==> config.mk <==
export PLATFORM = sky130hd
export DESIGN_NAME = nmea_sentence_header_framer_top_flat
export DESIGN_NICKNAME = d
export VERILOG_FILES = /design/src/hdl/nsf_pkg.sv /design/src/hdl/nsf_cfg_if.sv /design/src/hdl/nsf_rx_if.sv /design/src/hdl/nsf_msg_if.sv /design/src/hdl/nmea_sentence_header_framer_top.sv /design/src/hdl/nsf_cfg_regs.sv /design/src/hdl/nsf_line_mem.sv /design/src/hdl/nsf_framer.sv /design/src/flat_wrapper.sv
export VERILOG_INCLUDE_DIRS = /design/src /design/src/hdl
export SDC_FILE = /design/constraint.sdc
export NUM_CORES = 1
export LEC_CHECK = 0
export CAP_MARGIN = 25
export CELL_PAD_IN_SITES_DETAIL_PLACEMENT = 0
export CELL_PAD_IN_SITES_GLOBAL_PLACEMENT = 1
export CORE_UTILIZATION = 59
export DETAILED_ROUTE_END_ITERATION = 7
export DONT_BUFFER_PORTS = 1
export PLACE_DENSITY = 0.91
export SLEW_MARGIN = 0
export SYNTH_ARGS = -nofsm -noshare
export SYNTH_HDL_FRONTEND = slang
export SYNTH_SLANG_ARGS = --single-unit
==> constraint.sdc <==
create_clock -name clk -period 11.2 [get_ports clk]
set_clock_uncertainty 0.15 [all_clocks]
set_input_delay 2.24 -clock clk [delete_from_list [all_inputs] [get_ports clk]]
set_output_delay 2.24 -clock clk [all_outputs]
set_load 0.1 [all_outputs]
==> src/hdl/nmea_sentence_header_framer_top_defines.svh <==
// assertion helpers used by the framer module
`ifndef NMEA_SENTENCE_HEADER_FRAMER_TOP_DEFINES_SVH
`define NMEA_SENTENCE_HEADER_FRAMER_TOP_DEFINES_SVH

// same-cycle implication on clk, off during rst
`define NSF_ASSERT_NOW(label, ante, cons, msg) \
  label: assert property (@(posedge clk) disable iff (rst) (ante) |-> (cons)) else $error(msg);

// next-cycle implication on clk, off during rst
`define NSF_ASSERT_NEXT(label, ante, cons, msg) \
  label: assert property (@(posedge clk) disable iff (rst) (ante) |=> (cons)) else $error(msg);

`endif

==> src/hdl/nsf_pkg.sv <==
package nsf_pkg;

  localparam int unsigned BYTE_W              = 8;
  localparam int unsigned HEADER_W            = 48;
  localparam int unsigned MAXLEN_W            = 7;
  localparam int unsigned CFG_IDX_W           = 2;
  localparam int unsigned HEADER_LEN          = 6;
  localparam int unsigned STORE_DEPTH_DEFAULT = 64;

  localparam logic [HEADER_W-1:0] HEADER_RESET   = 48'h4C4C474E4724;
  localparam logic [BYTE_W-1:0]   SENTINEL_RESET = 8'd114;
  localparam logic [MAXLEN_W-1:0] MAXLEN_RESET   = 7'd56;

  localparam logic [CFG_IDX_W-1:0] CFG_HEADER   = 2'd0;
  localparam logic [CFG_IDX_W-1:0] CFG_SENTINEL = 2'd1;
  localparam logic [CFG_IDX_W-1:0] CFG_MAXLEN   = 2'd2;

  typedef struct packed {
    logic [HEADER_W-1:0] header_bytes;
    logic [BYTE_W-1:0]   sentinel_char;
    logic [MAXLEN_W-1:0] max_length;
  } cfg_t;

  typedef struct packed {
    logic we;
    logic re;
  } mem_ctl_t;

  function automatic logic [BYTE_W-1:0] header_char(input logic [HEADER_W-1:0] hdr,
                                                    input logic [2:0] idx);
    logic [BYTE_W-1:0] c;
    case (idx)
      3'd0:    c = hdr[7:0];
      3'd1:    c = hdr[15:8];
      3'd2:    c = hdr[23:16];
      3'd3:    c = hdr[31:24];
      3'd4:    c = hdr[39:32];
      3'd5:    c = hdr[47:40];
      default: c = '0;
    endcase
    return c;
  endfunction

endpackage

==> src/hdl/nsf_cfg_if.sv <==
interface nsf_cfg_if;
  logic                             valid;
  logic                             ready;
  logic [nsf_pkg::CFG_IDX_W-1:0]    index;
  logic [nsf_pkg::HEADER_W-1:0]     data;

  modport source (output valid, index, data, input ready);
  modport sink   (input valid, index, data, output ready);
endinterface

==> src/hdl/nsf_rx_if.sv <==
interface nsf_rx_if;
  logic                       valid;
  logic                       ready;
  logic [nsf_pkg::BYTE_W-1:0] rx_byte;

  modport source (output valid, rx_byte, input ready);
  modport sink   (input valid, rx_byte, output ready);
endinterface

==> src/hdl/nsf_msg_if.sv <==
interface nsf_msg_if;
  logic                       valid;
  logic                       ready;
  logic [nsf_pkg::BYTE_W-1:0] msg_byte;
  logic                       msg_last;

  modport source (output valid, msg_byte, msg_last, input ready);
  modport sink   (input valid, msg_byte, msg_last, output ready);
endinterface

==> src/hdl/nmea_sentence_header_framer_top.sv <==
// channel  role   payload                     transaction when
// cfg      sink   index[1:0], data[47:0]      cfg.valid && cfg.ready
// rx       sink   rx_byte[7:0]                rx.valid && rx.ready
// msg      source msg_byte[7:0], msg_last     msg.valid && msg.ready
//
// a received byte is taken while the framer is idle; rx.ready stays high between messages
// a completed message is read from the line store with one memory read and
// one output load per byte, with rx held off meanwhile
// a stalled msg sink stretches the readout; the last byte waits in the output
// register while the next byte is taken
// rst clears position, body flag and registers to defaults; the store is not cleared
module nmea_sentence_header_framer_top #(
  parameter int unsigned STORE_DEPTH = nsf_pkg::STORE_DEPTH_DEFAULT
) (
  input logic         clk,
  input logic         rst,
  nsf_cfg_if.sink     cfg,
  nsf_rx_if.sink      rx,
  nsf_msg_if.source   msg
);
  import nsf_pkg::*;

  localparam int unsigned AW = $clog2(STORE_DEPTH);

  cfg_t              regs;
  mem_ctl_t          mem_ctl;
  logic [AW-1:0]     mem_waddr;
  logic [AW-1:0]     mem_raddr;
  logic [BYTE_W-1:0] mem_wdata;
  logic [BYTE_W-1:0] mem_rdata;

  nsf_cfg_regs u_cfg (
    .clk  (clk),
    .rst  (rst),
    .cfg  (cfg),
    .regs (regs)
  );

  nsf_line_mem #(
    .DEPTH (STORE_DEPTH),
    .AW    (AW)
  ) u_mem (
    .clk   (clk),
    .ctl   (mem_ctl),
    .waddr (mem_waddr),
    .wdata (mem_wdata),
    .raddr (mem_raddr),
    .rdata (mem_rdata)
  );

  nsf_framer #(
    .STORE_DEPTH (STORE_DEPTH),
    .AW          (AW)
  ) u_framer (
    .clk       (clk),
    .rst       (rst),
    .regs      (regs),
    .rx        (rx),
    .msg       (msg),
    .mem_ctl   (mem_ctl),
    .mem_waddr (mem_waddr),
    .mem_wdata (mem_wdata),
    .mem_raddr (mem_raddr),
    .mem_rdata (mem_rdata)
  );

endmodule

==> src/hdl/nsf_cfg_regs.sv <==
module nsf_cfg_regs (
  input  logic          clk,
  input  logic          rst,
  nsf_cfg_if.sink       cfg,
  output nsf_pkg::cfg_t regs
);
  import nsf_pkg::*;

  assign cfg.ready = 1'b1;

  always_ff @(posedge clk) begin
    if (rst) begin
      regs.header_bytes  <= HEADER_RESET;
      regs.sentinel_char <= SENTINEL_RESET;
      regs.max_length    <= MAXLEN_RESET;
    end else if (cfg.valid) begin
      unique case (cfg.index)
        CFG_HEADER:   regs.header_bytes  <= cfg.data;
        CFG_SENTINEL: regs.sentinel_char <= cfg.data[BYTE_W-1:0];
        CFG_MAXLEN:   regs.max_length    <= cfg.data[MAXLEN_W-1:0];
        default: ;
      endcase
    end
  end

endmodule

==> src/hdl/nsf_line_mem.sv <==
module nsf_line_mem #(
  parameter int unsigned DEPTH = nsf_pkg::STORE_DEPTH_DEFAULT,
  parameter int unsigned AW    = $clog2(DEPTH)
) (
  input  logic                       clk,
  input  nsf_pkg::mem_ctl_t          ctl,
  input  logic [AW-1:0]              waddr,
  input  logic [nsf_pkg::BYTE_W-1:0] wdata,
  input  logic [AW-1:0]              raddr,
  output logic [nsf_pkg::BYTE_W-1:0] rdata
);
  import nsf_pkg::*;

  logic [BYTE_W-1:0] mem [DEPTH];

  always_ff @(posedge clk) begin
    if (ctl.we) begin
      mem[waddr] <= wdata;
    end
    if (ctl.re) begin
      rdata <= mem[raddr];
    end
  end

endmodule

==> src/hdl/nsf_framer.sv <==
`include "nmea_sentence_header_framer_top_defines.svh"

module nsf_framer #(
  parameter int unsigned STORE_DEPTH = nsf_pkg::STORE_DEPTH_DEFAULT,
  parameter int unsigned AW          = $clog2(STORE_DEPTH)
) (
  input  logic                       clk,
  input  logic                       rst,
  input  nsf_pkg::cfg_t              regs,
  nsf_rx_if.sink                     rx,
  nsf_msg_if.source                  msg,
  output nsf_pkg::mem_ctl_t          mem_ctl,
  output logic [AW-1:0]              mem_waddr,
  output logic [nsf_pkg::BYTE_W-1:0] mem_wdata,
  output logic [AW-1:0]              mem_raddr,
  input  logic [nsf_pkg::BYTE_W-1:0] mem_rdata
);
  import nsf_pkg::*;

  localparam int unsigned PW = $clog2(STORE_DEPTH + 1);
  localparam int unsigned LW = (PW > MAXLEN_W) ? PW : MAXLEN_W;

  typedef enum logic [2:0] {
    S_IDLE    = 3'b001,
    S_RD_ADDR = 3'b010,
    S_RD_DATA = 3'b100
  } state_t;

  state_t        state;
  logic [PW-1:0] pos;
  logic          in_body;
  logic [PW-1:0] count;
  logic [AW-1:0] rd_ptr;
  logic          out_valid;
  logic [BYTE_W-1:0] out_byte;
  logic          out_last;

  logic          in_acc;
  logic          hdr_match;
  logic          take;
  logic          is_sent;
  logic [PW-1:0] pos_inc;
  logic [LW-1:0] depth_lw;
  logic [LW-1:0] max_lw;
  logic [LW-1:0] limit;
  logic          at_limit;
  logic          out_free;
  logic          load;
  logic          rd_last;

  assign rx.ready     = (state == S_IDLE);
  assign in_acc       = rx.valid && rx.ready;
  assign hdr_match    = (pos < PW'(HEADER_LEN)) &&
                        (rx.rx_byte == header_char(regs.header_bytes, pos[2:0]));
  assign take         = in_body || hdr_match;
  assign is_sent      = (rx.rx_byte == regs.sentinel_char);
  assign pos_inc      = pos + PW'(1);
  assign depth_lw     = LW'(STORE_DEPTH);
  assign max_lw       = LW'(regs.max_length);
  assign limit        = (max_lw > depth_lw) ? depth_lw : max_lw;
  assign at_limit     = (LW'(pos_inc) >= limit);

  assign out_free     = !out_valid || msg.ready;
  assign load         = (state == S_RD_DATA) && out_free;
  assign rd_last      = ((PW'(rd_ptr) + PW'(1)) == count);

  assign mem_ctl.we   = in_acc && take;
  assign mem_ctl.re   = (state == S_RD_ADDR);
  assign mem_waddr    = pos[AW-1:0];
  assign mem_wdata    = rx.rx_byte;
  assign mem_raddr    = rd_ptr;

  assign msg.valid    = out_valid;
  assign msg.msg_byte = out_byte;
  assign msg.msg_last = out_last;

  always_ff @(posedge clk) begin
    if (rst) begin
      state   <= S_IDLE;
      pos     <= '0;
      in_body <= 1'b0;
      count   <= '0;
      rd_ptr  <= '0;
    end else begin
      unique case (state)
        S_IDLE: begin
          if (in_acc) begin
            if (!take) begin
              pos <= '0;
            end else if (is_sent) begin
              count   <= pos_inc;
              rd_ptr  <= '0;
              pos     <= '0;
              in_body <= 1'b0;
              state   <= S_RD_ADDR;
            end else if (at_limit) begin
              pos     <= '0;
              in_body <= 1'b0;
            end else begin
              pos <= pos_inc;
              if (pos_inc == PW'(HEADER_LEN)) begin
                in_body <= 1'b1;
              end
            end
          end
        end
        S_RD_ADDR: begin
          state <= S_RD_DATA;
        end
        S_RD_DATA: begin
          if (out_free) begin
            rd_ptr <= rd_ptr + AW'(1);
            state  <= rd_last ? S_IDLE : S_RD_ADDR;
          end
        end
        default: state <= S_IDLE;
      endcase
    end
  end

  // output register, frees the readout from the sink
  always_ff @(posedge clk) begin
    if (rst) begin
      out_valid <= 1'b0;
    end else if (load) begin
      out_valid <= 1'b1;
    end else if (msg.ready) begin
      out_valid <= 1'b0;
    end
  end

  always_ff @(posedge clk) begin
    if (load) begin
      out_byte <= mem_rdata;
      out_last <= rd_last;
    end
  end

  `NSF_ASSERT_NOW(a_body_pos, in_body, pos >= PW'(HEADER_LEN), "body flag without full header")
  `NSF_ASSERT_NOW(a_hdr_pos, !in_body, pos < PW'(HEADER_LEN), "header position out of range")
  `NSF_ASSERT_NOW(a_pos_depth, 1'b1, pos < PW'(STORE_DEPTH), "write position past store")
  `NSF_ASSERT_NOW(a_rd_range, state != S_IDLE, PW'(rd_ptr) < count, "readout past message end")
  `NSF_ASSERT_NEXT(a_last_idle, load && rd_last, state == S_IDLE, "readout did not finish")

endmodule
==> src/flat_wrapper.sv <==
// flat-port wrapper written by rule: the top's interface ports become plain ports
module nmea_sentence_header_framer_top_flat import nsf_pkg::*;
#(
  parameter int unsigned STORE_DEPTH = nsf_pkg::STORE_DEPTH_DEFAULT
)
  (clk, rst, cfg_valid, cfg_index, cfg_data, cfg_ready, rx_valid, rx_rx_byte, rx_ready, msg_valid, msg_msg_byte, msg_msg_last, msg_ready);
  nsf_cfg_if cfg_i ();
  nsf_rx_if rx_i ();
  nsf_msg_if msg_i ();
  input logic clk;
  input logic rst;
  input wire logic [$bits(cfg_i.valid)-1:0] cfg_valid;
  input wire logic [$bits(cfg_i.index)-1:0] cfg_index;
  input wire logic [$bits(cfg_i.data)-1:0] cfg_data;
  output wire logic [$bits(cfg_i.ready)-1:0] cfg_ready;
  input wire logic [$bits(rx_i.valid)-1:0] rx_valid;
  input wire logic [$bits(rx_i.rx_byte)-1:0] rx_rx_byte;
  output wire logic [$bits(rx_i.ready)-1:0] rx_ready;
  output wire logic [$bits(msg_i.valid)-1:0] msg_valid;
  output wire logic [$bits(msg_i.msg_byte)-1:0] msg_msg_byte;
  output wire logic [$bits(msg_i.msg_last)-1:0] msg_msg_last;
  input wire logic [$bits(msg_i.ready)-1:0] msg_ready;
  assign cfg_i.valid = cfg_valid;
  assign cfg_i.index = cfg_index;
  assign cfg_i.data = cfg_data;
  assign cfg_ready = cfg_i.ready;
  assign rx_i.valid = rx_valid;
  assign rx_i.rx_byte = rx_rx_byte;
  assign rx_ready = rx_i.ready;
  assign msg_valid = msg_i.valid;
  assign msg_msg_byte = msg_i.msg_byte;
  assign msg_msg_last = msg_i.msg_last;
  assign msg_i.ready = msg_ready;
  nmea_sentence_header_framer_top #(.STORE_DEPTH(STORE_DEPTH)) u_core (.clk(clk), .rst(rst), .cfg(cfg_i), .rx(rx_i), .msg(msg_i));
endmodule
Yosys cells after proc, flatten, opt, wreduce, memory -nomap -nowiden
Memories as Yosys holds them, arrays and structs flattened. A register that Yosys moved wholly into a read port is not among the register bits.
Index checks and enable logic that the tools add are counted.

storage, ports and cells
  input bits = 63
  register bits = 97
  memories = 1
  logic and storage cells = 79
  bits in writable memories = 512

memory list
  name              depth  bits a word  read ports  clocked after memory_dff  write ports  RTL line            text
  u_core.u_mem.mem  64     8            1           1                         1            nsf_line_mem.sv:14  logic [BYTE_W-1:0] mem [DEPTH];

cells by class
  equality and inequality tests = 18
  order comparisons = 3
  multiplexer cells = 23
  reduce and logical (&&, ||, !) cells = 20
  add/subtract/negate cells = 3

operators with widths
  kind                   number
  $pmux W8 S6            1
  $mux W7                4
  $mux W6                4
  $eq A8 B8 Y1           2
  $mux W3                4
  $pmux W6 S2            1
  $reduce_and A4 Y1      3
  $eq A3 B2 Y1 const B   3
  $eq A3 B3 Y1 const B   3
  $pmux W3 S3            1
  $reduce_and A2 Y1      4
  $add A6 B1 Y7 const B  1
  $add A7 B1 Y7 const B  1
  $eq A7 B3 Y1 const B   1
  $eq A7 B7 Y1           1
  $ge A7 B7 Y1           1
  $gt A7 B7 Y1 const B   1
  $lt A7 B3 Y1 const B   1
  $mux W1                7
  $add A6 B1 Y6 const B  1
  $eq A3 B1 Y1 const B   2
  $ne A2 B1 Y1 const B   3
  $reduce_and A5 Y1      1
  $logic_and A1 B1 Y1    4
  other kinds (10)       12

Longest topological paths before layout
  depth in word-level cells = 8
  gate-level depth with buffers = 13
  gate-level depth less buffers = 11

By module
A second synthesis with hierarchy kept.

second synthesis, totals
  cell total of the unflattened synthesis = 1496
  area, all modules = 25456.9 um^2

by module, submodules not included
  module        seq. area each (um^2)  area an instance (um^2)  cells an instance  times used
  nsf_line_mem  15615.0                20246.9                  940                1
  nsf_cfg_regs  1261.2                 2641.3                   268                1
  nsf_framer    770.7                  2568.7                   288                1

Least setup slack after synthesis
No wires, ideal clock.

  path kind = input to register
  from = input port rx_rx_byte[1]
  to = memory u_core.u_mem.mem[29][0], enable pin
  path slack = 6.597 ns
  path buffers = 1
  cell stages on the path = 9
  arrival = 4.083 ns
  library setup time = 0.370 ns
  required time = 10.680 ns
  cells stage by stage = nor3b_1 -> a21oi_1 -> o31ai_1 -> o221ai_1 -> nor4_4 -> a32o_2 -> buf_4 -> nand3_2 -> nor2_1

between the ends
  cells in the longest elaborated chain, start to end = 6

ends and longest elaborated chain
  item                           RTL line            text
  start: declaration             flat_wrapper.sv:17  input wire logic [$bits(rx_i.rx_byte)-1:0] rx_rx_byte;
  $eq A8 B8 Y1                   nsf_framer.sv:54    (rx.rx_byte == header_char(regs.header_bytes, pos[2:0]));
  $logic_and A1 B1 Y1            nsf_framer.sv:53    assign hdr_match = (pos < PW'(HEADER_LEN)) &&
  $logic_or A1 B1 Y1             nsf_framer.sv:55    assign take = in_body || hdr_match;
  $logic_and A1 B1 Y1            nsf_framer.sv:67    assign mem_ctl.we = in_acc && take;
  $mux W1                        nsf_line_mem.sv:17  if (ctl.we) begin
  $mux W1 (implied by the code)  nsf_line_mem.sv:18  mem[waddr] <= wdata;
  end: declaration               nsf_line_mem.sv:14

No other way between the ends.

Worst setup path after layout
  from = register u_core.u_framer.pos[2]
  to = memory u_core.u_mem.mem[3][4], enable pin

between the ends
  cells in the longest elaborated chain, start to end = 8

ends and longest elaborated chain
  item                                        RTL line            text
  start: declaration                          nsf_framer.sv:30    logic [PW-1:0] pos;
  start signal: assignment                    nsf_framer.sv:100   pos <= pos_inc;
  $eq A3 B3 Y1, or another cell as far along  nsf_pkg.sv:32       case (idx)
  $pmux W8 S6                                 nsf_pkg.sv:32
  $eq A8 B8 Y1                                nsf_framer.sv:54
  $logic_and A1 B1 Y1                         nsf_framer.sv:53
  $logic_or A1 B1 Y1                          nsf_framer.sv:55
  $logic_and A1 B1 Y1                         nsf_framer.sv:67
  $mux W1                                     nsf_line_mem.sv:17
  $mux W1 (implied by the code)               nsf_line_mem.sv:18

Parallel ways exist; a longest one is shown, timed or not.

==> results.yml <==
outcome:
  status: "finished, final reports clean"
pwr:
  swShare: 0.194
  power.density_nw_per_um2: 165
  p_sw_uw: 862
  p_seq_frac: 0.563
  p_leak_nw: 8.31
  p_clk_frac: 0.429
  internal-power_mw: 3.58
  p_comb_frac: 0.008
  total_power_mw: 4.44
  ir_drop_mv: 0.113
yosys:
  async_flop_share: 0
  ys.flop_type: "edfxtp_1"
  yosysTopAreaCell: "edfxtp_1"
  synth.distinct_cells: 63
  netlist_instances: 1361
  ys_top_cells_by_area: "edfxtp_1 65%, mux4_2 15%, dfxtp_1 7.2%"
  yosysMostFrequentCell: "edfxtp_1"
  synth_enable_flop_cells: 529
  synth.top_cell.area_share: 0.646
  synth_nets: 1438
  synth_seq_area_share: 0.718
  ys_warn_count: 0
  synth_common_cells: "529 x edfxtp_1, 168 x mux4_2, 130 x nand2_1"
  synth_area_sq_um: 24600
  syn_area_per_cell_sq_um: 18.1
  synth_seq_cells: 617
sta:
  tightest_slew_ns: 1.05
  fin_crit_sh: 0.488
  fmax_mhz: 183
  slew_headroom: 0.299
  rsz0062_at_grt: "false"
  finalCriticalPeriod_ns: 5.47
  drv_slew: 0
  final_hold_viol_count: 0
  fin_setup_tns_ns: 0
  setup_viol: 0
cells_and_area:
  nNetsFinal: 1428
  final_util: 0.656
  area_delta_synth_final_pct: 9.17
  postLayoutCellArea_sq_um: 26800
  drive_above_1_share: 0.203
  antennaDiodeCount: 0
  register_area_sq_um: 17700
  multi_input_area_sq_um: 6570
  nFillCells: 2618
route:
  routed_via_density: 6.64
  vias: 12800
  wl_per_cell_um: 29.3
  drt_pre_antenna_iters: 5
  wl_um: 56600
  dr.first_iter.drc_count: 1427
  drc: 0
  ant_nets: 0
setup_path:
  path_class: "reg -> reg"
  cp.required_ns: 11.29
  end_kind: "flip-flop"
  r2r_start: "u_core.u_framer.pos[2]"
  critical_path_arrival_ns: 5.56
  cp-endpoint: "u_core.u_mem.mem[3][4]"
  crit_start: "u_core.u_framer.pos[2]"
  r2r.worst_path.cells: 10
  cp_cell_sequence: "inv_1 > ha_1 > a32o_1 > a221oi_2 > xnor2_1 > or3b_4 > nor4_4 > a32o_2 > nand3_1 > nor2_1"
  critPathMaxFanout: 24
  rr_endpoint: "u_core.u_mem.mem[3][4]"
  start_kind: "flip-flop"
  rrSetupSlack_ns: 5.73
  crit_slowest_cell: "dfxtp_1"
  worst_path_largest_cell_delay_ns: 0.85
cts:
  cts_tree: "done"
  clk_path_buf_depth: 3
  clock-sinks: 617
  cts_setup_buffers: 0
  cts-root-buf: "clkbuf_16"
  cts.htree.levels: 2
  cts_resized: 0
  cts_buffers: 59
  clkLatencyLatePin_ns: 0.62
  cts_hold_buf: 0
  clk_pin_slew_worst_paths_ns: 0.06
floorplan:
  die-height_um: 206
  fp.dieW_um: 206
  io_pins: 75
  die-area_sq_um: 42500
  start_util: 0.601
  core_area_sq_um: 40900
  placementRows: 74
placement:
  port_buffers: 0
  dp_hpwl_um: 33200
  globalplace.congestion: 0.857
  place_area_sq_um: 25000
global_routing:
  grt_pass1_wl_um: 83900
  grt_pass1_vias: 12800
  antenna_found_initial: 1
  track_usage: 0.278
  grt_max_degree: 71
  gr-total-overflow: 0
hold_path:
  hp-class: "reg -> reg"
  hp-start: "u_core.u_mem.rdata[5]"
flow_run:
  cap_violations: 0
-- through the flow --
stage	hold WS (ns)	instances	worst slack, ns
after floorplan	0.250	1361	6.60
after global placement	0.253	1821	5.51
after detailed placement	0.255	1821	5.49
after CTS	0.260	1928	5.76
after global routing	0.265	1929	5.33
final	0.262	1929	5.73
-- logic make-up (layout without fill, tap and decap cells) --
kind of cell,count (synthesis),after routing,share of synthesized area
xor gates and xnor gates,25,25,0.00891
DFF,617,617,0.718
other,1,1,0.000153
AOI/OAI and AO/OA,117,117,0.0321
adders and majority gates,14,14,0.00713
muxes,187,187,0.162
buffers and inverters,92,128,0.0154
and+or+nand+nor,308,308,0.0565
-- cells in the final DEF (no fill, tap or decap), drive strengths merged, types with 3 or more instances in the layout --
cell type / netlist / final
dfxtp: 88 / 88
mux2: 4 / 4
nand3b: 5 / 5
nand2: 130 / 130
xnor2: 8 / 8
ha: 14 / 14
mux2i: 15 / 15
clkbuf: 51 / 82
mux4: 168 / 168
a22o: 3 / 3
or3b: 4 / 4
xor2: 17 / 17
nor2b: 4 / 4
o21ai: 8 / 8
nor2: 91 / 91
and2: 3 / 3
nor3b: 4 / 4
a21o: 3 / 3
and3: 3 / 3
nand3: 39 / 39
clkinv: 1 / 20
buf: 28 / 8
a32oi: 9 / 9
nor4: 6 / 6
nor3: 7 / 7
a22oi: 6 / 6
a211oi: 9 / 9
inv: 12 / 14
edfxtp: 529 / 529
nand4: 3 / 3
a21oi: 56 / 56
-- area by class of cell --
type,instances,area share
multi-input cells,652,0.245
well taps,532,0.0248
repair buffers,8,0.00238
flip-flops and latches,617,0.658
clock inverters,25,0.00709
clock buffers,82,0.0613
inverters,13,0.00182
-- critical path: cells and delay by family (launching register included) --
family,cells,cell delay (ns)
fa+ha+maj,1,0.45
simple gates,4,2.12
xor+xnor,1,0.10
flops,1,0.85
buf+inv,1,0.41
compound gates,3,1.00
-- state kept, by name, indices dropped and copies added (netlist names) --
signal	flops
u_core.u_framer.pos	7
u_core.u_framer.msg.valid	1
u_core.u_framer.count	7
u_core.u_framer.state	3
u_core.u_cfg.regs	63
u_core.u_framer.in_body	1
u_core.u_mem.mem	512
u_core.u_framer.msg.msg_byte	8
u_core.u_framer.msg.msg_last	1
u_core.u_mem.rdata	8
u_core.u_framer.mem_raddr	6
-- power groups by stage --
stage / Combinational (mW) / Sequential [mW] / Clock (mW)
final: 0.0342 / 2.50 / 1.90
after global placement: 0.0334 / 2.55 / 0
after floorplan: 0.0328 / 2.55 / 0
after CTS: 0.0345 / 2.50 / 1.92
after global routing: 0.0391 / 2.50 / 2.00
after detailed placement: 0.0344 / 2.55 / 0
-- metal layers --
metal  global-route usage  wire (um)
met2                0.447      27700
met5                    0         11
met4                0.104       1910
met3               0.0593       5290
met1                0.375      21600
-- how the worst min path moves through the flow --
| stage | depth (start not counted) | slack, ns | to |
|---|---|---|---|
| 6_report | 0 | 0.26 | u_core.u_framer.msg.msg_byte[5] |
| 4_1_cts | 0 | 0.26 | u_core.u_framer.msg.msg_byte[5] |
| 5_1_grt | 0 | 0.27 | u_core.u_framer.msg.msg_byte[5] |
| 3_5_place_dp | 0 | 0.26 | u_core.u_framer.msg.msg_byte[3] |
| 3_3_place_gp | 0 | 0.25 | u_core.u_framer.msg.msg_byte[7] |
| 2_1_floorplan | 0 | 0.25 | u_core.u_framer.msg.msg_byte[0] |
No activity file was read; power rests on OpenSTA's default activity.
